**src/hw/rtl/kec_pkg.sv**
```systemverilog
// kec_pkg: shared types and constants of the key event classifier
// event codes, register indexes, per-key state record and its reset value
// used by key_event_classifier_unit
package kec_pkg;

   localparam int DEFAULT_NUM_KEYS = 16;

   localparam logic [2:0] EV_NOTHING      = 3'd0;
   localparam logic [2:0] EV_PRESS        = 3'd1;
   localparam logic [2:0] EV_CLICK        = 3'd2;
   localparam logic [2:0] EV_LONGCLICK    = 3'd3;
   localparam logic [2:0] EV_PRESSING     = 3'd4;
   localparam logic [2:0] EV_LONGPRESSING = 3'd5;
   localparam logic [2:0] EV_RELEASE      = 3'd6;

   localparam logic [1:0] MODE_SAMPLE = 2'd0;
   localparam logic [1:0] MODE_DEFINE = 2'd1;
   localparam logic [1:0] MODE_CLEAR  = 2'd2;

   localparam logic [1:0] CSR_CLICK_TIME     = 2'd0;
   localparam logic [1:0] CSR_LONGCLICK_TIME = 2'd1;
   localparam logic [1:0] CSR_REPEAT_PERIOD  = 2'd2;

   typedef struct packed {
      logic        pressed_now;
      logic        pressed_before;
      logic        ignore;
      logic [2:0]  last_event;
      logic [31:0] change_time;
      logic [31:0] repeat_time;
   } key_state_type;

   localparam key_state_type KEY_STATE_RESET = '{
      pressed_now:    1'b0,
      pressed_before: 1'b0,
      ignore:         1'b1,
      last_event:     EV_NOTHING,
      change_time:    32'd0,
      repeat_time:    32'd0
   };

endpackage

```
**src/hw/rtl/key_event_classifier_unit.sv**
```systemverilog
// key_event_classifier_unit: top level of the key event classifier
// depends on kec_pkg and kec_ram
// slot table and per-key state live in two kec_ram instances
//
// A request in sample mode walks the key table one slot per cycle from slot 0
// until the first empty slot, the last slot, or a slot whose key was pressed
// before or whose last event is neither nothing nor a release; a slot that
// matches the scan pattern selects its key too, but the walk goes on. The
// selected key then gets time checks in S_CHK_CLICK, S_CHK_LONG and S_CHK_REP
// on one shared 32-bit adder; S_SAMPLE classifies and writes back its state
// and S_OUT loads the response register. Clear requests walk to the first
// empty or the last slot; define and unused requests go straight to S_OUT.
// Every request gives exactly one response transfer. req_stall is high from
// the request transfer until its response is loaded, and the response is
// loaded only once the previous response has been transferred. Slot patterns,
// codes and key states read as their reset values until written, through
// per-slot valid flags, so no clearing pass is needed after reset.
module key_event_classifier_unit
   import kec_pkg::*;
#(
   parameter int NUM_KEYS = DEFAULT_NUM_KEYS
) (
   input  logic        clock,
   input  logic        reset,
   input  logic        req_valid,
   output logic        req_stall,
   input  logic [1:0]  req_mode,
   input  logic [31:0] req_now_ticks,
   input  logic [31:0] req_scan_pattern,
   input  logic [3:0]  req_slot_index,
   input  logic [7:0]  req_slot_code,
   output logic        rsp_valid,
   input  logic        rsp_stall,
   output logic [7:0]  rsp_event_key_code,
   output logic [2:0]  rsp_event_kind,
   input  logic        csr_write,
   input  logic [1:0]  csr_index,
   input  logic [31:0] csr_wdata
);

   localparam int KW = (NUM_KEYS > 1) ? $clog2(NUM_KEYS) : 1;
   localparam int SW = $bits(key_state_type);
   localparam logic [KW-1:0] LAST_KEY = KW'(NUM_KEYS - 1);

   localparam logic [2:0] S_IDLE      = 3'd0;
   localparam logic [2:0] S_EVAL      = 3'd1;
   localparam logic [2:0] S_CHK_CLICK = 3'd2;
   localparam logic [2:0] S_CHK_LONG  = 3'd3;
   localparam logic [2:0] S_CHK_REP   = 3'd4;
   localparam logic [2:0] S_SAMPLE    = 3'd5;
   localparam logic [2:0] S_OUT       = 3'd6;

   logic [2:0]    state_ff, state_in;
   logic [KW-1:0] k_ff, k_in;
   logic [1:0]    mode_ff, mode_in;
   logic [31:0]   now_ff, now_in;
   logic [31:0]   pat_ff, pat_in;
   logic          found_ff, found_in;
   logic [KW-1:0] sel_ff, sel_in;
   logic [7:0]    sel_code_ff, sel_code_in;
   key_state_type sel_st_ff, sel_st_in;
   logic          exp_click_ff, exp_click_in;
   logic          exp_long_ff, exp_long_in;
   logic          exp_rep_ff, exp_rep_in;
   logic [7:0]    res_code_ff, res_code_in;
   logic [2:0]    res_kind_ff, res_kind_in;
   logic          rsp_valid_ff, rsp_valid_in;
   logic [7:0]    rsp_code_ff, rsp_code_in;
   logic [2:0]    rsp_kind_ff, rsp_kind_in;
   logic [NUM_KEYS-1:0] slot_vld_ff, slot_vld_in;
   logic [NUM_KEYS-1:0] state_vld_ff, state_vld_in;
   logic [31:0]   click_ff, long_ff, period_ff;

   logic          slot_wr_en;
   logic [KW-1:0] slot_wr_addr;
   logic [39:0]   slot_wr_data;
   logic [KW-1:0] rd_addr;
   logic [39:0]   slot_rd;
   logic          st_wr_en;
   logic [KW-1:0] st_wr_addr;
   key_state_type st_wr_data;
   logic [SW-1:0] st_rd;

   logic          req_xfer;
   logic [31:0]   cur_pat;
   logic [7:0]    cur_code;
   key_state_type cur_st;
   logic          is_last;
   logic [31:0]   op_base, op_delay, op_sum;
   key_state_type nst;
   logic [2:0]    ev;

   kec_ram #(.WIDTH(40), .DEPTH(NUM_KEYS)) u_slot_ram (
      .clock   (clock),
      .wr_en   (slot_wr_en),
      .wr_addr (slot_wr_addr),
      .wr_data (slot_wr_data),
      .rd_addr (rd_addr),
      .rd_data (slot_rd)
   );

   kec_ram #(.WIDTH(SW), .DEPTH(NUM_KEYS)) u_state_ram (
      .clock   (clock),
      .wr_en   (st_wr_en),
      .wr_addr (st_wr_addr),
      .wr_data (st_wr_data),
      .rd_addr (rd_addr),
      .rd_data (st_rd)
   );

   assign req_stall = (state_ff != S_IDLE);
   assign req_xfer  = req_valid && !req_stall;

   assign cur_pat  = slot_vld_ff[k_ff] ? slot_rd[39:8] : 32'd0;
   assign cur_code = slot_vld_ff[k_ff] ? slot_rd[7:0] : 8'd0;
   assign cur_st   = state_vld_ff[k_ff] ? key_state_type'(st_rd) : KEY_STATE_RESET;
   assign is_last  = (k_ff == LAST_KEY);

   // shared time check unit: base + delay - now
   always_comb begin
      case (state_ff)
         S_CHK_LONG: begin
            op_base  = sel_st_ff.change_time;
            op_delay = long_ff;
         end
         S_CHK_REP: begin
            op_base  = sel_st_ff.repeat_time;
            op_delay = period_ff;
         end
         default: begin
            op_base  = sel_st_ff.change_time;
            op_delay = click_ff;
         end
      endcase
      op_sum = op_base + op_delay - now_ff;
   end

   // classification of the selected key
   always_comb begin
      nst = sel_st_ff;
      ev  = EV_NOTHING;
      if (sel_st_ff.pressed_now == sel_st_ff.pressed_before) begin
         if (!sel_st_ff.ignore) begin
            if (sel_st_ff.last_event == EV_PRESS && sel_st_ff.pressed_now && exp_click_ff) begin
               ev                = EV_CLICK;
               nst.repeat_time   = now_ff;
               nst.last_event    = EV_CLICK;
            end else if (sel_st_ff.last_event != EV_RELEASE && !sel_st_ff.pressed_now &&
                         exp_click_ff) begin
               ev                = EV_RELEASE;
               nst.last_event    = EV_RELEASE;
            end else if ((sel_st_ff.last_event == EV_CLICK ||
                          sel_st_ff.last_event == EV_PRESS) && exp_long_ff) begin
               ev                = EV_LONGCLICK;
               nst.change_time   = now_ff;
               nst.repeat_time   = now_ff;
               nst.last_event    = EV_LONGCLICK;
            end else if (sel_st_ff.last_event == EV_LONGCLICK && sel_st_ff.pressed_now &&
                         exp_rep_ff) begin
               ev                = EV_LONGPRESSING;
               nst.repeat_time   = now_ff;
            end else if (sel_st_ff.last_event == EV_CLICK && sel_st_ff.pressed_now &&
                         exp_rep_ff) begin
               ev                = EV_PRESSING;
               nst.repeat_time   = now_ff;
            end
         end
      end else begin
         nst.ignore         = 1'b0;
         nst.pressed_before = sel_st_ff.pressed_now;
         nst.change_time    = now_ff;
         if (sel_st_ff.pressed_now) begin
            ev             = EV_PRESS;
            nst.last_event = EV_PRESS;
         end else if (sel_st_ff.last_event == EV_PRESS) begin
            ev             = EV_RELEASE;
            nst.last_event = EV_RELEASE;
         end
      end
   end

   // sequencer
   always_comb begin
      state_in     = state_ff;
      k_in         = k_ff;
      mode_in      = mode_ff;
      now_in       = now_ff;
      pat_in       = pat_ff;
      found_in     = found_ff;
      sel_in       = sel_ff;
      sel_code_in  = sel_code_ff;
      sel_st_in    = sel_st_ff;
      exp_click_in = exp_click_ff;
      exp_long_in  = exp_long_ff;
      exp_rep_in   = exp_rep_ff;
      res_code_in  = res_code_ff;
      res_kind_in  = res_kind_ff;
      rsp_valid_in = rsp_valid_ff && rsp_stall;
      rsp_code_in  = rsp_code_ff;
      rsp_kind_in  = rsp_kind_ff;
      slot_vld_in  = slot_vld_ff;
      state_vld_in = state_vld_ff;
      slot_wr_en   = 1'b0;
      slot_wr_addr = KW'(req_slot_index);
      slot_wr_data = {req_scan_pattern, req_slot_code};
      rd_addr      = k_ff;
      st_wr_en     = 1'b0;
      st_wr_addr   = k_ff;
      st_wr_data   = cur_st;

      case (state_ff)
         S_IDLE: begin
            rd_addr = '0;
            if (req_xfer) begin
               mode_in     = req_mode;
               now_in      = req_now_ticks;
               pat_in      = req_scan_pattern;
               k_in        = '0;
               found_in    = 1'b0;
               res_code_in = 8'd0;
               res_kind_in = EV_NOTHING;
               if (req_mode == MODE_SAMPLE || req_mode == MODE_CLEAR) begin
                  state_in = S_EVAL;
               end else begin
                  state_in = S_OUT;
                  if (req_mode == MODE_DEFINE && 32'(req_slot_index) < NUM_KEYS) begin
                     slot_wr_en                 = 1'b1;
                     slot_vld_in[slot_wr_addr]  = 1'b1;
                  end
               end
            end
         end
         S_EVAL: begin
            rd_addr = k_ff + KW'(1);
            if (cur_pat == 32'd0) begin
               state_in = (mode_ff == MODE_SAMPLE && found_ff) ? S_CHK_CLICK : S_OUT;
            end else if (mode_ff == MODE_CLEAR) begin
               state_vld_in[k_ff] = 1'b0;
               k_in               = k_ff + KW'(1);
               if (is_last) begin
                  state_in = S_OUT;
               end
            end else if (cur_pat == pat_ff) begin
               st_wr_en               = 1'b1;
               st_wr_data.pressed_now = 1'b1;
               state_vld_in[k_ff]     = 1'b1;
               found_in               = 1'b1;
               sel_in                 = k_ff;
               sel_code_in            = cur_code;
               sel_st_in              = cur_st;
               sel_st_in.pressed_now  = 1'b1;
               k_in                   = k_ff + KW'(1);
               if (is_last) begin
                  state_in = S_CHK_CLICK;
               end
            end else if (cur_st.pressed_before) begin
               found_in              = 1'b1;
               sel_in                = k_ff;
               sel_code_in           = cur_code;
               sel_st_in             = cur_st;
               sel_st_in.pressed_now = 1'b0;
               state_in              = S_CHK_CLICK;
            end else if (cur_st.last_event != EV_RELEASE &&
                         cur_st.last_event != EV_NOTHING) begin
               found_in    = 1'b1;
               sel_in      = k_ff;
               sel_code_in = cur_code;
               sel_st_in   = cur_st;
               state_in    = S_CHK_CLICK;
            end else begin
               k_in = k_ff + KW'(1);
               if (is_last) begin
                  state_in = found_ff ? S_CHK_CLICK : S_OUT;
               end
            end
         end
         S_CHK_CLICK: begin
            exp_click_in = op_sum[31];
            state_in     = S_CHK_LONG;
         end
         S_CHK_LONG: begin
            exp_long_in = op_sum[31];
            state_in    = S_CHK_REP;
         end
         S_CHK_REP: begin
            exp_rep_in = op_sum[31];
            state_in   = S_SAMPLE;
         end
         S_SAMPLE: begin
            st_wr_en             = 1'b1;
            st_wr_addr           = sel_ff;
            st_wr_data           = nst;
            state_vld_in[sel_ff] = 1'b1;
            res_code_in          = sel_code_ff;
            res_kind_in          = ev;
            state_in             = S_OUT;
         end
         S_OUT: begin
            if (!rsp_valid_ff || !rsp_stall) begin
               rsp_valid_in = 1'b1;
               rsp_code_in  = res_code_ff;
               rsp_kind_in  = res_kind_ff;
               state_in     = S_IDLE;
            end
         end
         default: begin
            state_in = S_IDLE;
         end
      endcase
   end

   always_ff @(posedge clock) begin
      if (reset) begin
         state_ff     <= S_IDLE;
         rsp_valid_ff <= 1'b0;
         slot_vld_ff  <= '0;
         state_vld_ff <= '0;
         found_ff     <= 1'b0;
         click_ff     <= 32'd0;
         long_ff      <= 32'd0;
         period_ff    <= 32'd0;
      end else begin
         state_ff     <= state_in;
         rsp_valid_ff <= rsp_valid_in;
         slot_vld_ff  <= slot_vld_in;
         state_vld_ff <= state_vld_in;
         found_ff     <= found_in;
         if (csr_write) begin
            case (csr_index)
               CSR_CLICK_TIME:     click_ff  <= csr_wdata;
               CSR_LONGCLICK_TIME: long_ff   <= csr_wdata;
               CSR_REPEAT_PERIOD:  period_ff <= csr_wdata;
               default: begin
               end
            endcase
         end
      end
   end

   always_ff @(posedge clock) begin
      k_ff         <= k_in;
      mode_ff      <= mode_in;
      now_ff       <= now_in;
      pat_ff       <= pat_in;
      sel_ff       <= sel_in;
      sel_code_ff  <= sel_code_in;
      sel_st_ff    <= sel_st_in;
      exp_click_ff <= exp_click_in;
      exp_long_ff  <= exp_long_in;
      exp_rep_ff   <= exp_rep_in;
      res_code_ff  <= res_code_in;
      res_kind_ff  <= res_kind_in;
      rsp_code_ff  <= rsp_code_in;
      rsp_kind_ff  <= rsp_kind_in;
   end

   assign rsp_valid          = rsp_valid_ff;
   assign rsp_event_key_code = rsp_code_ff;
   assign rsp_event_kind     = rsp_kind_ff;

`ifndef NO_ASSERTIONS
   a_busy_after_req: assert property (@(posedge clock) disable iff (reset)
      req_xfer |=> req_stall)
      else $error("request taken while a request is in progress");

   a_rsp_from_out: assert property (@(posedge clock) disable iff (reset)
      (rsp_valid && !$past(rsp_valid && rsp_stall)) |-> $past(state_ff == S_OUT))
      else $error("response loaded outside the output step");

   a_kind_range: assert property (@(posedge clock) disable iff (reset)
      rsp_valid |-> (rsp_event_kind <= EV_RELEASE))
      else $error("event kind out of range");

   a_write_back_valid: assert property (@(posedge clock) disable iff (reset)
      (state_ff == S_SAMPLE) |=> state_vld_ff[sel_ff])
      else $error("written key state not marked valid");
`endif

endmodule

```
**src/hw/rtl/kec_ram.sv**
```systemverilog
// kec_ram: generic single write port, single read port RAM
// read data is registered; no reset on the array
// no package dependency
module kec_ram #(
   parameter int WIDTH = 8,
   parameter int DEPTH = 16,
   localparam int AW = (DEPTH > 1) ? $clog2(DEPTH) : 1
) (
   input  logic             clock,
   input  logic             wr_en,
   input  logic [AW-1:0]    wr_addr,
   input  logic [WIDTH-1:0] wr_data,
   input  logic [AW-1:0]    rd_addr,
   output logic [WIDTH-1:0] rd_data
);

   logic [WIDTH-1:0] mem_ff [DEPTH];
   logic [WIDTH-1:0] rd_data_ff;

   always_ff @(posedge clock) begin
      if (wr_en) begin
         mem_ff[wr_addr] <= wr_data;
      end
      rd_data_ff <= mem_ff[rd_addr];
   end

   assign rd_data = rd_data_ff;

endmodule
```
**config.mk**
```make
export PLATFORM = sky130hd
export DESIGN_NAME = key_event_classifier_unit
export DESIGN_NICKNAME = d
export VERILOG_FILES = /design/src/hw/rtl/kec_pkg.sv /design/src/hw/rtl/key_event_classifier_unit.sv /design/src/hw/rtl/kec_ram.sv
export SDC_FILE = /design/constraint.sdc
export NUM_CORES = 2
export LEC_CHECK = 0
export BUFFER_PORTS_ARGS = -buffer_cell sky130_fd_sc_hd__buf_2
export CAP_MARGIN = 20
export CORE_MARGIN = 1
export CORE_UTILIZATION = 45
export CTS_CLUSTER_DIAMETER = 30
export DETAILED_ROUTE_END_ITERATION = 7
export SYNTH_ARGS = -nofsm -noshare
export SYNTH_HDL_FRONTEND = slang
export SYNTH_SLANG_ARGS = --single-unit
export TNS_END_PERCENT = 30
```
**constraint.sdc**
```tcl
create_clock -name clock -period 6.4 [get_ports clock]
set_input_delay 0.32 -clock clock [delete_from_list [all_inputs] [get_ports clock]]
set_output_delay 0.32 -clock clock [all_outputs]
set_load 0.02 [all_outputs]
```
; ---- Word level (Yosys, flattened, before mapping)
; Memories as Yosys holds them, arrays and structs flattened. A register that Yosys moved wholly into a read port is not among the register bits.
; Cells that the tools add are included.
[totals]
register_bits = 310
rom_bits = 0
mem_count = 2
ramBits = 1760
input_bits = 117
elab_cells = 227
out_inout_bits = 13
latchBits = 0
[mem_list]
columns = memory, depth, width, read_ports, rd_clocked_by_memory_dff, wr, line_no
row1 = u_state_ram.mem_ff, 16, 70, 1, 1, 1, kec_ram.sv:17  ; logic [WIDTH-1:0] mem_ff [DEPTH];
row2 = u_slot_ram.mem_ff, 16, 40, 1, 1, 1, kec_ram.sv:17
[classes]
div_mod_pow = 0
mux = 105
mul = 0
addsub = 3
n_shift = 0
magnitude_cmp = 6
n_bitwise = 8
reduce_logical = 46
n_eq_ne = 30
[ops]
columns = op, count
row1 = 32-bit two-way mux, 8
row2 = 70-bit two-way mux, 3
row3 = 69-bit two-way mux, 2
row4 = 3-bit two-way mux, 27
row5 = 35-bit two-way mux, 2
row6 = 67-bit two-way mux, 1
row7 = 64-bit two-way mux, 1
row8 = 32-bit case mux with 2 select lines, 1
row9 = 16-bit two-way mux, 3
row10 = 16-bit bitwise OR, 3
row11 = 4-bit two-way mux, 10
row12 = 8-bit two-way mux, 5
row13 = 32-bit adder, 1
row14 = 32-bit == test, 1
row15 = 32-bit zero test, 1
row16 = 16-bit case mux with 2 select lines, 1
row17 = 32-bit subtractor, 1
row18 = 1-bit two-way mux, 27
row19 = 3-bit case mux with 7 select lines, 1
row20 = "4-bit inequality test, second input constant", 5
row21 = 16-bit AND, 1
row22 = 1-bit logical AND, 16
row23 = 16-bit inverter, 1
row24 = 4-bit case mux with 2 select lines, 2
row25 = 30 further kinds, 74

; ---- Longest topological paths before layout
[depth]
word_depth = 11
ltp_mapped = 21
depth_no_buf = 17

; ---- Hierarchy
; Synthesis repeated with hierarchy kept, for this count alone.
[hier_totals]
hier_cells = 4577
hier_area_um2 = 85031.6
[by_module_without_submodules]
columns = mod, seq_area_each_um2, area_each_um2, n_inst, cells_each
row1 = kec_ram (u_state_ram), 35033.6, 43324.1, 1, 1800
row2 = kec_ram (u_slot_ram), 20019.2, 25131.6, 1, 1040
row3 = key_event_classifier_unit, 7977.7, 16575.9, 1, 1737

; ---- Least setup slack after synthesis
; No wires, ideal clock.
[synth_path]
kind = register to register
start = reg k_ff[1]
end = mem u_state_ram.mem_ff[10][0] (netlist name) (enable)
t_arrival_ns = 5.584
setup_slack_ns = 0.317
path_stages_with_launch = 13
n_path_buf = 2
required_ns = 5.901
path_cell_list = edfxtp_1 > buf_4 > inv_1 > a32oi_1 > nand2_1 > buf_2 > o221a_2 > o22ai_1 > or4_4 > nor2_2 > and3_1 > a41oi_1 > nor2_1
[synth_between]
elab_chain_cells = 10
[synth_lines]
columns = item, line_no
row1 = "start, declared", key_event_classifier_unit.sv:54  ; logic [KW-1:0] k_ff, k_in;
row2 = "start signal, assigned", key_event_classifier_unit.sv:341  ; k_ff <= k_in;
row3 = 1-bit binary-select mux with 4-bit select, key_event_classifier_unit.sv:114  ; assign cur_pat = slot_vld_ff[k_ff] ? slot_rd[39:8] : 32'd0;
row4 = 1-bit two-way mux (implied by the code), key_event_classifier_unit.sv:114
row5 = 32-bit two-way mux, key_event_classifier_unit.sv:114
row6 = 32-bit == test, key_event_classifier_unit.sv:243  ; end else if (cur_pat == pat_ff) begin
row7 = 1-bit two-way mux, key_event_classifier_unit.sv:243
row8 = 1-bit two-way mux, key_event_classifier_unit.sv:237  ; end else if (mode_ff == MODE_CLEAR) begin
row9 = 1-bit two-way mux, key_event_classifier_unit.sv:235  ; if (cur_pat == 32'd0) begin
row10 = 1-bit case mux with 2 select lines, key_event_classifier_unit.sv:211  ; case (state_ff)
row11 = 1-bit two-way mux, kec_ram.sv:21  ; if (wr_en) begin
row12 = 1-bit two-way mux (implied by the code), kec_ram.sv:22  ; mem_ff[wr_addr] <= wr_data;
row13 = "end, declared", kec_ram.sv:17
; Parallel ways exist; a longest one is shown, timed or not. The select of a mux whose other input is x is not followed.

; ---- Worst setup path after layout
[layout_path]
start = reg k_ff[3]
end = mem u_state_ram.mem_ff[4][22] (netlist name) (enable)
; The elaborated chain is that of the path after synthesis.

==> flow_summary.json <==
{
  "grtUsageTotal_pct": 24.94,
  "crit_type": "reg -> reg",
  "yosysUniqueCellTypes": 72,
  "crit_buf_inv": 1,
  "final_util_pct": 55.91,
  "hold_class": "in -> reg",
  "min_period_ns": 5.234,
  "layout.nets": 7589,
  "p_per_area_nw_per_um2": 472.1,
  "rsz0062_at_grt": "no",
  "worst_pin_slew_ns": 1.182,
  "finalClockSkew_ns": 0.07403,
  "first_pass_iters": 7,
  "synth_area_leaders": "edfxtp_1 66%, nand2_1 9.0%, dfxtp_1 5.6%",
  "cp_num_cells": 11,
  "grt_util_met2_pct": 40.47,
  "synth_area_leader_cell": "edfxtp_1",
  "dieArea_um2": 196500,
  "slew_viol_final": 0,
  "clkTransAtPathRegs_ns": 0.05,
  "tritoncts": "done",
  "r2r_slack_ns": 1.17,
  "gr-total-overflow": 0,
  "crit_chain": "nor2_1 -> nand2_1 -> nand4_4 -> a21oi_1 -> o22ai_1 -> or4_4 -> nor2_2 -> and3_1 -> a31oi_1 -> nor2_4 -> buf_4",
  "h-tree-depth": 5,
  "dieHeight_um": 443.3,
  "worst_path_largest_cell_delay_ns": 0.84,
  "critPathCapture": "u_state_ram.mem_ff[4][22]",
  "cp_top_family": "simple AND/OR/NAND/NOR gates",
  "syn-num-nets": 7183,
  "ys_seq_area_share_pct": 71.92,
  "max_freq_ghz": 0.1911,
  "drt-total-wl_um": 249100,
  "rows": 161,
  "cap_violations": 0,
  "synth_top_area_share_pct": 66.36,
  "yosysMostFrequentCell": "nand2_1",
  "post-place-cells": 9358,
  "hpwl_um": 136200,
  "antenna_found_initial": 6,
  "initial_core_util_pct": 45.42,
  "leakage_uw": 0.03874,
  "peakVddDrop_v": 0.0004593,
  "core_region_area_um2": 193000,
  "cts_buffers": 437,
  "clk_path_buf_depth": 4,
  "vias_per_cell": 5.705,
  "synth-main-ff-cell": "edfxtp_1",
  "grt_pass1_wl_um": 370200,
  "synth_cells": 6999,
  "grt_use_met3_pct": 4.332,
  "clkLatencyLatePin_ns": 0.97,
  "gp_congestion": 0.8576,
  "drt-initial-drc-count": 5707,
  "netlist_area_um2": 87650,
  "synth_seq_cells": 2180,
  "hold_depth": 5,
  "grt_max_degree": 163,
  "setup_viol": 0,
  "clkSinkCount": 2180,
  "met1_usage_pct": 33.06,
  "ant_nets": 0,
  "r2r_end": "u_state_ram.mem_ff[4][22]",
  "cts-resized-gates": 0,
  "port_buffers": 129,
  "avgSynthCellArea_um2": 12.52,
  "reg2reg_depth": 11,
  "async_flop_share_pct": 0,
  "synth_commonest_cells": "2,091 x nand2_1, 1,937 x edfxtp_1, 448 x nand3_1",
  "top_usage_layer": "met2",
  "synth_edf_count": 1937,
  "nFillCells": 15534,
  "dieWidth_um": 443.3,
  "vias": 58726,
  "tns_ns": 0,
  "path_max_fanout": 45,
  "cts_hold_buf": 119,
  "wl_per_cell_um": 24.20,
  "crit_start": "k_ff[3]",
  "cts_setup_buffers": 0,
  "first_global_vias": 57254,
  "cts_root_buf": "clkbuf_16",
  "syn2layout_area_growth_pct": 23.11,
  "drc": 0,
  "end_kind": "register",
  "hold_viol_final": 0,
  "yosys_warnings": 0,
  "worstPathArrival_ns": 5.76,
  "io_pins": 130,
  "status": "complete, no violations",
  "cp-start-kind": "register",
  "finalCritPeriodShare_pct": 81.78,
  "final_cell_count_no_fill": 10293,
  "required_ns": 6.93,
  "slowest_stage": "edfxtp_1",
  "r2r_start": "k_ff[3]",
  "relSlewSlack_pct": 20.90,
  "drive_above_1_share_pct": 14.42
}
[metal layers]
metal	share of wire [%]	vias to the layer above
li1	-	26594
met1	41	29373
met2	48	2295
met3	6.8	458
met4	4.0	6
met5	0.016	-
[where the power goes]
part	internal (uW)	switching, uW	leakage (uW)
Combinational	3620	7890	0.0119
Sequential	16600	496	0.0197
Clock	15100	7240	0.00710
[through the flow]
stage	worst slack [ns]	total power, uW	hold WS, ns	area [um2]
after floorplan	0.3174	24480	0.4003	87650
after global placement	1.374	28540	0.4020	91860
after detailed placement	1.317	28660	0.4057	91930
after CTS	1.252	51100	0.01817	107800
after global routing	0.9138	52950	0.04590	107900
final	1.166	50940	0.06175	107900
[cell type report]
| class | instances | area (um2) | area share, % |
|---|---|---|---|
| timing repair buffer | 440 | 3887 | 3.603 |
| antenna | 1 | 2.502 | 0.002319 |
| clock buffer | 548 | 11850 | 10.98 |
| multi-input combinational | 4285 | 22930 | 21.25 |
| inverter | 61 | 231.5 | 0.2145 |
| sequential | 2180 | 63030 | 58.41 |
| clock inverter | 252 | 2813 | 2.607 |
| tap | 2526 | 3161 | 2.929 |
[cell usage in the layout, fill, tap and decap left out, types with 18 or more instances in the layout]
cell type and count:
clkinv_4 26, o21ai_0 61, a311oi_1 330, buf_4 143, dfxtp_1 243, clkinv_2 73, nand3_1 448, and3_1 232
and2_1 78, nand2_1 2089, buf_2 128, clkbuf_8 39, a21oi_1 284, bufinv_16 52, mux2i_1 85, clkinv_1 38
nor2_4 28, edfxtp_1 1937, inv_1 59, ha_1 37, clkbuf_1 67, nand2b_1 22, a31oi_1 129, dlygate4sd3_1 119
nor2_1 119, clkinvlp_4 44, xnor2_1 21, clkbuf_16 442, buf_12 46, inv_6 18, fa_1 30, o21ai_1 33
[state kept, by name, summed over array words and instances (netlist names), 40 cells and up, named ones only]
name / cells
u_slot_ram.mem_ff: 640
u_state_ram.rd_data: 70
u_state_ram.mem_ff: 1120
sel_st_ff: 69
u_slot_ram.rd_data: 40
[cells by family after synthesis]
kind of cell / Yosys count / synth area share, %
multiplexers: 105 / 1.292
AND/OR/NAND/NOR: 3121 / 15.37
flip-flops: 2180 / 71.92
AO/OA/AOI/OAI: 970 / 7.668
buffers and inverters: 534 / 2.320
adder cells (fa/ha/maj): 67 / 1.213
XOR/XNOR: 22 / 0.2199
[worst min path at each step]
| stage | start | end |
|---|---|---|
| detailed placement | res_kind_ff[0] | rsp_event_kind[0] |
| finish | csr_write | period_ff[14] |
| CTS | req_now_ticks[28] | now_ff[28] |
| floorplan | res_code_ff[0] | rsp_event_key_code[0] |
| global placement | res_kind_ff[2] | rsp_event_kind[2] |
| global route | req_now_ticks[0] | now_ff[0] |
[worst min-delay path: stages]
cell and delay [ns]:
buf_2 0.12, nand3b_1 0.09, buf_4 0.27, nand2_1 0.12, a21oi_1 0.05
(Power assumes the default switching activity.)
